--- config.mk ---
export PLATFORM = sky130hd
export DESIGN_NAME = hbs_ctrl
export DESIGN_NICKNAME = d
export VERILOG_FILES = /design/src/hdl/hbs_pkg.sv /design/src/hdl/hbs_ctrl.sv
export SDC_FILE = /design/constraint.sdc
export NUM_CORES = 1
export LEC_CHECK = 0
export ABC_AREA = 1
export BUFFER_PORTS_ARGS = -buffer_cell sky130_fd_sc_hd__buf_2
export CAP_MARGIN = 20
export CORE_AREA = 2 2 39 41
export CTS_BUF_LIST = sky130_fd_sc_hd__clkbuf_8
export CTS_CLUSTER_SIZE = 25
export DETAILED_ROUTE_END_ITERATION = 12
export DIE_AREA = 0 0 41 43
export PLACE_DENSITY = 0.57
export SETUP_SLACK_MARGIN = 0.3
export SKIP_LAST_GASP = 1
export SYNTH_ARGS = -nofsm -noshare
export SYNTH_HDL_FRONTEND = slang
export SYNTH_SLANG_ARGS = --single-unit
--- constraint.sdc ---
create_clock -name clk -period 1.1 [get_ports clk]
set_input_delay 0.22 -clock clk [delete_from_list [all_inputs] [get_ports clk]]
set_output_delay 0.22 -clock clk [all_outputs]
set_load 0.03 [all_outputs]
--- src/hdl/hbs_pkg.sv ---
// ----------------------------------------------------------------------------
// hbs_pkg
// Shared sizes, codes and controller/datapath interface types for the
// heightmap bilinear sampler.
// ----------------------------------------------------------------------------
package hbs_pkg;

	localparam int GRID_W    = 128;
	localparam int GRID_H    = 128;
	localparam int FRAC_BITS = 8;

	localparam int COORD_W  = 16;
	localparam int HEIGHT_W = 16;
	localparam int INT_W    = COORD_W - FRAC_BITS;
	localparam int IX_W     = INT_W + 1;
	localparam int DEPTH    = GRID_W * GRID_H;
	localparam int ADDR_W   = $clog2(DEPTH);
	localparam int PROD_W   = HEIGHT_W + 2 + FRAC_BITS;

	localparam int S_DATA_W = 48;
	localparam int M_DATA_W = 16;

	// request kinds carried in s_tuser
	localparam logic REQ_WRITE  = 1'b0;
	localparam logic REQ_SAMPLE = 1'b1;

	// neighbor selects for the read address
	localparam logic [1:0] NB_C0R0 = 2'd0;
	localparam logic [1:0] NB_C1R0 = 2'd1;
	localparam logic [1:0] NB_C0R1 = 2'd2;
	localparam logic [1:0] NB_C1R1 = 2'd3;

	// blend steps
	localparam logic [1:0] BL_ROW0 = 2'd0;
	localparam logic [1:0] BL_ROW1 = 2'd1;
	localparam logic [1:0] BL_COL  = 2'd2;

	typedef struct packed {
		logic       latch;
		logic       wr_en;
		logic [1:0] rd_sel;
		logic       cap_en;
		logic [1:0] cap_sel;
		logic       blend_en;
		logic [1:0] blend_sel;
		logic       out_load;
	} hbs_cmd_t;

	typedef struct packed {
		logic is_sample;
		logic in_grid;
	} hbs_sts_t;

endpackage

--- src/hdl/hbs_ctrl.sv ---
// ----------------------------------------------------------------------------
// hbs_ctrl
// Sequencer: accepts one word, then steps through write, or four cell
// reads and three blend steps, skipped off grid; owns the output valid.
// ----------------------------------------------------------------------------
module hbs_ctrl
	import hbs_pkg::*;
(
	input  logic     clk,
	input  logic     arst_n,
	input  logic     s_tvalid,
	output logic     s_tready,
	output logic     m_tvalid,
	input  logic     m_tready,
	input  hbs_sts_t sts,
	output hbs_cmd_t cmd
);

	localparam logic [3:0] ST_IDLE = 4'd0;
	localparam logic [3:0] ST_DEC  = 4'd1;
	localparam logic [3:0] ST_RD0  = 4'd2;
	localparam logic [3:0] ST_RD1  = 4'd3;
	localparam logic [3:0] ST_RD2  = 4'd4;
	localparam logic [3:0] ST_RD3  = 4'd5;
	localparam logic [3:0] ST_CAP3 = 4'd6;
	localparam logic [3:0] ST_BL1  = 4'd7;
	localparam logic [3:0] ST_BL2  = 4'd8;
	localparam logic [3:0] ST_OUT  = 4'd9;

	logic [3:0] state_q, state_d;
	logic       mvalid_q;
	logic       out_free;

	assign out_free = !mvalid_q || m_tready;
	assign s_tready = (state_q == ST_IDLE);
	assign m_tvalid = mvalid_q;

	always_comb begin
		state_d = state_q;
		cmd     = '0;
		case (state_q)
			ST_IDLE: begin
				if (s_tvalid) begin
					cmd.latch = 1'b1;
					state_d   = ST_DEC;
				end
			end
			ST_DEC: begin
				if (!sts.is_sample) begin
					cmd.wr_en = sts.in_grid;
					state_d   = ST_IDLE;
				end else if (!sts.in_grid) begin
					state_d = ST_OUT;
				end else begin
					state_d = ST_RD0;
				end
			end
			ST_RD0: begin
				cmd.rd_sel = NB_C0R0;
				state_d    = ST_RD1;
			end
			ST_RD1: begin
				cmd.rd_sel  = NB_C1R0;
				cmd.cap_en  = 1'b1;
				cmd.cap_sel = NB_C0R0;
				state_d     = ST_RD2;
			end
			ST_RD2: begin
				cmd.rd_sel  = NB_C0R1;
				cmd.cap_en  = 1'b1;
				cmd.cap_sel = NB_C1R0;
				state_d     = ST_RD3;
			end
			ST_RD3: begin
				cmd.rd_sel  = NB_C1R1;
				cmd.cap_en  = 1'b1;
				cmd.cap_sel = NB_C0R1;
				state_d     = ST_CAP3;
			end
			ST_CAP3: begin
				// lower row cells are already held, blend them now
				cmd.cap_en    = 1'b1;
				cmd.cap_sel   = NB_C1R1;
				cmd.blend_en  = 1'b1;
				cmd.blend_sel = BL_ROW0;
				state_d       = ST_BL1;
			end
			ST_BL1: begin
				cmd.blend_en  = 1'b1;
				cmd.blend_sel = BL_ROW1;
				state_d       = ST_BL2;
			end
			ST_BL2: begin
				cmd.blend_en  = 1'b1;
				cmd.blend_sel = BL_COL;
				state_d       = ST_OUT;
			end
			ST_OUT: begin
				// hold until the output register is free
				if (out_free) begin
					cmd.out_load = 1'b1;
					state_d      = ST_IDLE;
				end
			end
			default: begin
				state_d = ST_IDLE;
			end
		endcase
	end

	always_ff @(posedge clk or negedge arst_n) begin
		if (!arst_n) begin
			state_q  <= ST_IDLE;
			mvalid_q <= 1'b0;
		end else begin
			state_q <= state_d;
			if (cmd.out_load) begin
				mvalid_q <= 1'b1;
			end else if (m_tready) begin
				mvalid_q <= 1'b0;
			end
		end
	end

endmodule

After elaboration in Yosys (flattened, before gate mapping)
Cells that the tools add are included.
- bits in registers: 5
- bits of input ports: 6
- output and inout bits: 13
- logic and storage cells: 34
- equal/unequal tests: 11
- multiplexer cells: 16
- reductions and logical operators: 5
- operator list (cell ; count):
    case mux 4 bit (10 select lines) ; 1
    equality test 4 x 3 -> 1 bit (second input constant) ; 4
    2-to-1 mux 4 bit ; 4
    case mux 3 bit (4 select lines) ; 1
    case mux 3 bit (3 select lines) ; 1
    equality test 4 x 2 -> 1 bit (second input constant) ; 2
    equality test 4 bit (second input constant) ; 2
    2-to-1 mux 1 bit ; 8
    case mux 2 bit (3 select lines) ; 1
    equality test 4 x 1 -> 1 bit (second input constant) ; 1
    zero test 4 bit ; 1
    != test 2 bit (second input constant) ; 2
    AND reduction 2 bit ; 1
    nonzero test 2 bit ; 1
    zero test 1 bit ; 1
    logical OR 1 bit ; 1

Logic depth before layout (Yosys ltp)
- depth in word-level cells: 5
- mapped depth: 7
- gate-level depth less buffers: 7

Worst setup path after synthesis
Ideal clock, no wire load.
- kind: register to output
- from: register state_q[1]
- to: output port cmd[9] (netlist name)
- arrival time: 1.519 ns
- required time: 0.880 ns
- setup slack: -0.639 ns
- cell stages (with the launch flop): 4
- path buffers: 0
- path through: dfrtp_1 -> inv_1 -> nand2_1 -> nor4_1
- RTL lines (what ; RTL line ; source):
    start, declared ; hbs_ctrl.sv:30 ; logic [3:0] state_q, state_d;
    start signal, assigned ; hbs_ctrl.sv:116 ; state_q <= state_d;
    end, declared ; hbs_ctrl.sv:16 ; output hbs_cmd_t cmd

==> out/qor.csv <==
stage;metric;value;unit
timing;skew;0.000935;ns
clocking;root_buffer;clkbuf_8;
clocking;cts.sinks;5;
critical_path;reg2reg_depth;9;
die;dieWidth;41;um
clocking;clkLatencyLatePin;0.22;ns
layout;design_area;0.00109;sq mm
timing;hold_violations;0;
detailed_routing;drt_iter0_drc;1;
detailed_routing;firstDrtPassIters;2;
critical_path;r2r_slack;-0.21;ns
yosys;yosysMostFrequentCell;nor2_1;
yosys;synth.avg_cell_area;6.32;sq um
global_route;grt_pass1_vias;447;
die;pin_count;19;
clocking;htree_levels;1;
power;vdd_ir_drop_max;2.02;mV
critical_path;r2r_start;state_q[0];
timing;fin_crit;1.52;ns
detailed_routing;wl_per_cell;12.8;um
yosys;ys_warn_count;0;
layout;syn2layout_area_growth;209;%
die;initial_core_util;0.256;
placement;dpl.hpwl;896;um
power;power_density;3520;mW/mm^2
yosys;synth_seq_cells;5;
power;p_total;3.85;mW
critical_path;arrival;1.30;ns
yosys;synth_common_cells;13 x nor2_1, 11 x nand2_1, 10 x inv_1, 9 x nand3_1, 5 x dfrtp_1;
critical_path;end_kind;output port;
layout;layout.nets;116;
timing;setup_viol;16;
detailed_routing;detail-route-antenna-nets;0;
clocking;cts_tree;built;
timing;slew_viol_final;0;
detailed_routing;routed_wl;1600;um
die;std_cell_rows;14;
timing;setup_ws;-0.417;ns
yosys;synth_cells;56;
timing;final.period_utilization;1.38;
yosys;synth_area;354;sq um
min_path;whs_path_depth;2;
layout;diodes;0;
outcome;violations;negative setup slack;
clocking;cts_buffers;3;
yosys;synthTopCellsByArea;dfrtp_1 35%, nor2_1 14%, nand3_1 13%;
power;leakagePower;0.537;nW
global_route;grt_max_degree;7;
global_route;antenna_found_initial;0;
outcome;status;finished with violations;
clocking;clk_path_buf_depth;2;
layout;drive_gt1_frac;0.817;
global_route;grt_pass1_wl;1870;um
run;maxCapViolations;0;
critical_path;crit_type;reg2out;
critical_path;cp_max_fo;5;
min_path;min_to;m_tvalid;
detailed_routing;avgViaCountPerCell;4.46;
placement;port_buffers;18;
yosys;synth_edf_count;0;
detailed_routing;dr_total_vias;558;
min_path;hold_class;in2reg;
yosys;yosysTopAreaCell;dfrtp_1;
yosys;ys_seq_area_frac;0.353;
yosys;synth_ff_type;dfrtp_1;
die;die_h;43;um
critical_path;setup.worst_path.start_class;flip-flop;
critical_path;worstPathRequired;0.88;ns
timing;rsz0062_at_grt;true;
yosys;synth_nets;62;
yosys;synth_top_area_share;0.353;
die;dieArea;0.00176;sq mm
clocking;clk_pin_slew;0.03;ns
placement;dpl-instance-area;636;sq um
timing;max-slew-margin-rel;0.852;
global_route;grt.total_usage;0.159;
detailed_routing;drc_errors;0;
layout;fin_util;0.790;
yosys;ys_types;12;
placement;dp_slack;-0.292;ns
die;fp.coreArea;0.00138;sq mm
placement;globalplace.congestion;0.775;
min_path;worstHoldStart;m_tready;
global_route;grt-ovfl-total;0;
timing;worstMarginPinSlew;0.220;ns
yosys;async_reset_ff_frac;1.00;
critical_path;reg2reg_to;state_q[0];
timing;fmax;0.659;GHz
power by group:
| part | internal (mW) | switching [mW] |
|---|---|---|
| sequential | 0.278 | 0.133 |
| clock | 0.239 | 0.0851 |
| combinational | 1.58 | 1.54 |
area by class of cell:
cell class,count,area [sq um]
Clock inverter,1,3.75
Sequential cell,5,130
Inverter,10,45.0
Tap cell,16,20.0
Multi-Input combinational cell,41,387
Timing Repair Buffer,49,467
Fill cell,82,290
Clock buffer,3,41.3
critical path, cell delays in order (launching register included):
cell and delay [ns]:
dfrtp_2 0.44, inv_2 0.09, nand2_4 0.07, nor4_4 0.27, buf_4 0.20
routing by layer:
layer / vias to the layer above / global-route usage / part of all wire
met3: 4 / 0.0209 / 0.037
met2: 17 / 0.278 / 0.54
li1: 284 / - / -
met4: 0 / 0.0800 / 0.023
met1: 253 / 0.171 / 0.40
met5: - / 0 / 0
sequential cells by signal, summed over array words and instances (netlist names):
| signal | cells |
|---|---|
| m_tvalid | 1 |
| state_q | 4 |
cells by family after synthesis:
group                  count (synthesis)  synth area share
AOI/OAI and AO/OA                      4            0.0636
DFF                                    5             0.353
buffers and inverters                 10             0.106
and+or+nand+nor                       37             0.477
timing repair:
item                       in CTS  in global routing
pin swaps                       4                  8
setup endpoints to repair      18                 18
resized for setup              38                 30
hold buffers                    1                  0
hold endpoints to repair        5                  0
gates cloned                    0                  0
setup buffers                   6                 11
metrics by stage:
step	std cells	TNS [ns]	hold slack [ns]
2_1_floorplan	56	-2.10	-0.0756
3_3_place_gp	103	-2.60	0.0349
3_5_place_dp	103	-2.88	0.0372
4_1_cts	114	-4.43	0.232
5_1_grt	125	-5.63	0.229
6_report	125	-4.87	0.231
cells in the final DEF (no fill, tap or decap), types with 4 or more instances in the layout:
master and instances:
nand3_1 4, buf_2 5, nand2_4 5, inv_1 5, dfrtp_2 4, nand2_1 4, buf_6 19, inv_2 4
buf_4 21, nor2_4 8, nand3_2 4
worst max-delay path by stage:
stage                           from  endpoint  slack, ns  cells past startpoint
after CTS                 state_q[0]    cmd[3]      -0.38                      5
after global routing      state_q[3]    cmd[3]      -0.46                      6
after detailed placement  state_q[0]    cmd[3]      -0.29                      5
after floorplan           state_q[1]    cmd[3]      -0.39                      4
after global placement    state_q[2]    cmd[7]      -0.26                      4
final                     state_q[2]    cmd[9]      -0.42                      4
Note: power is estimated with default switching activity, not from simulation.
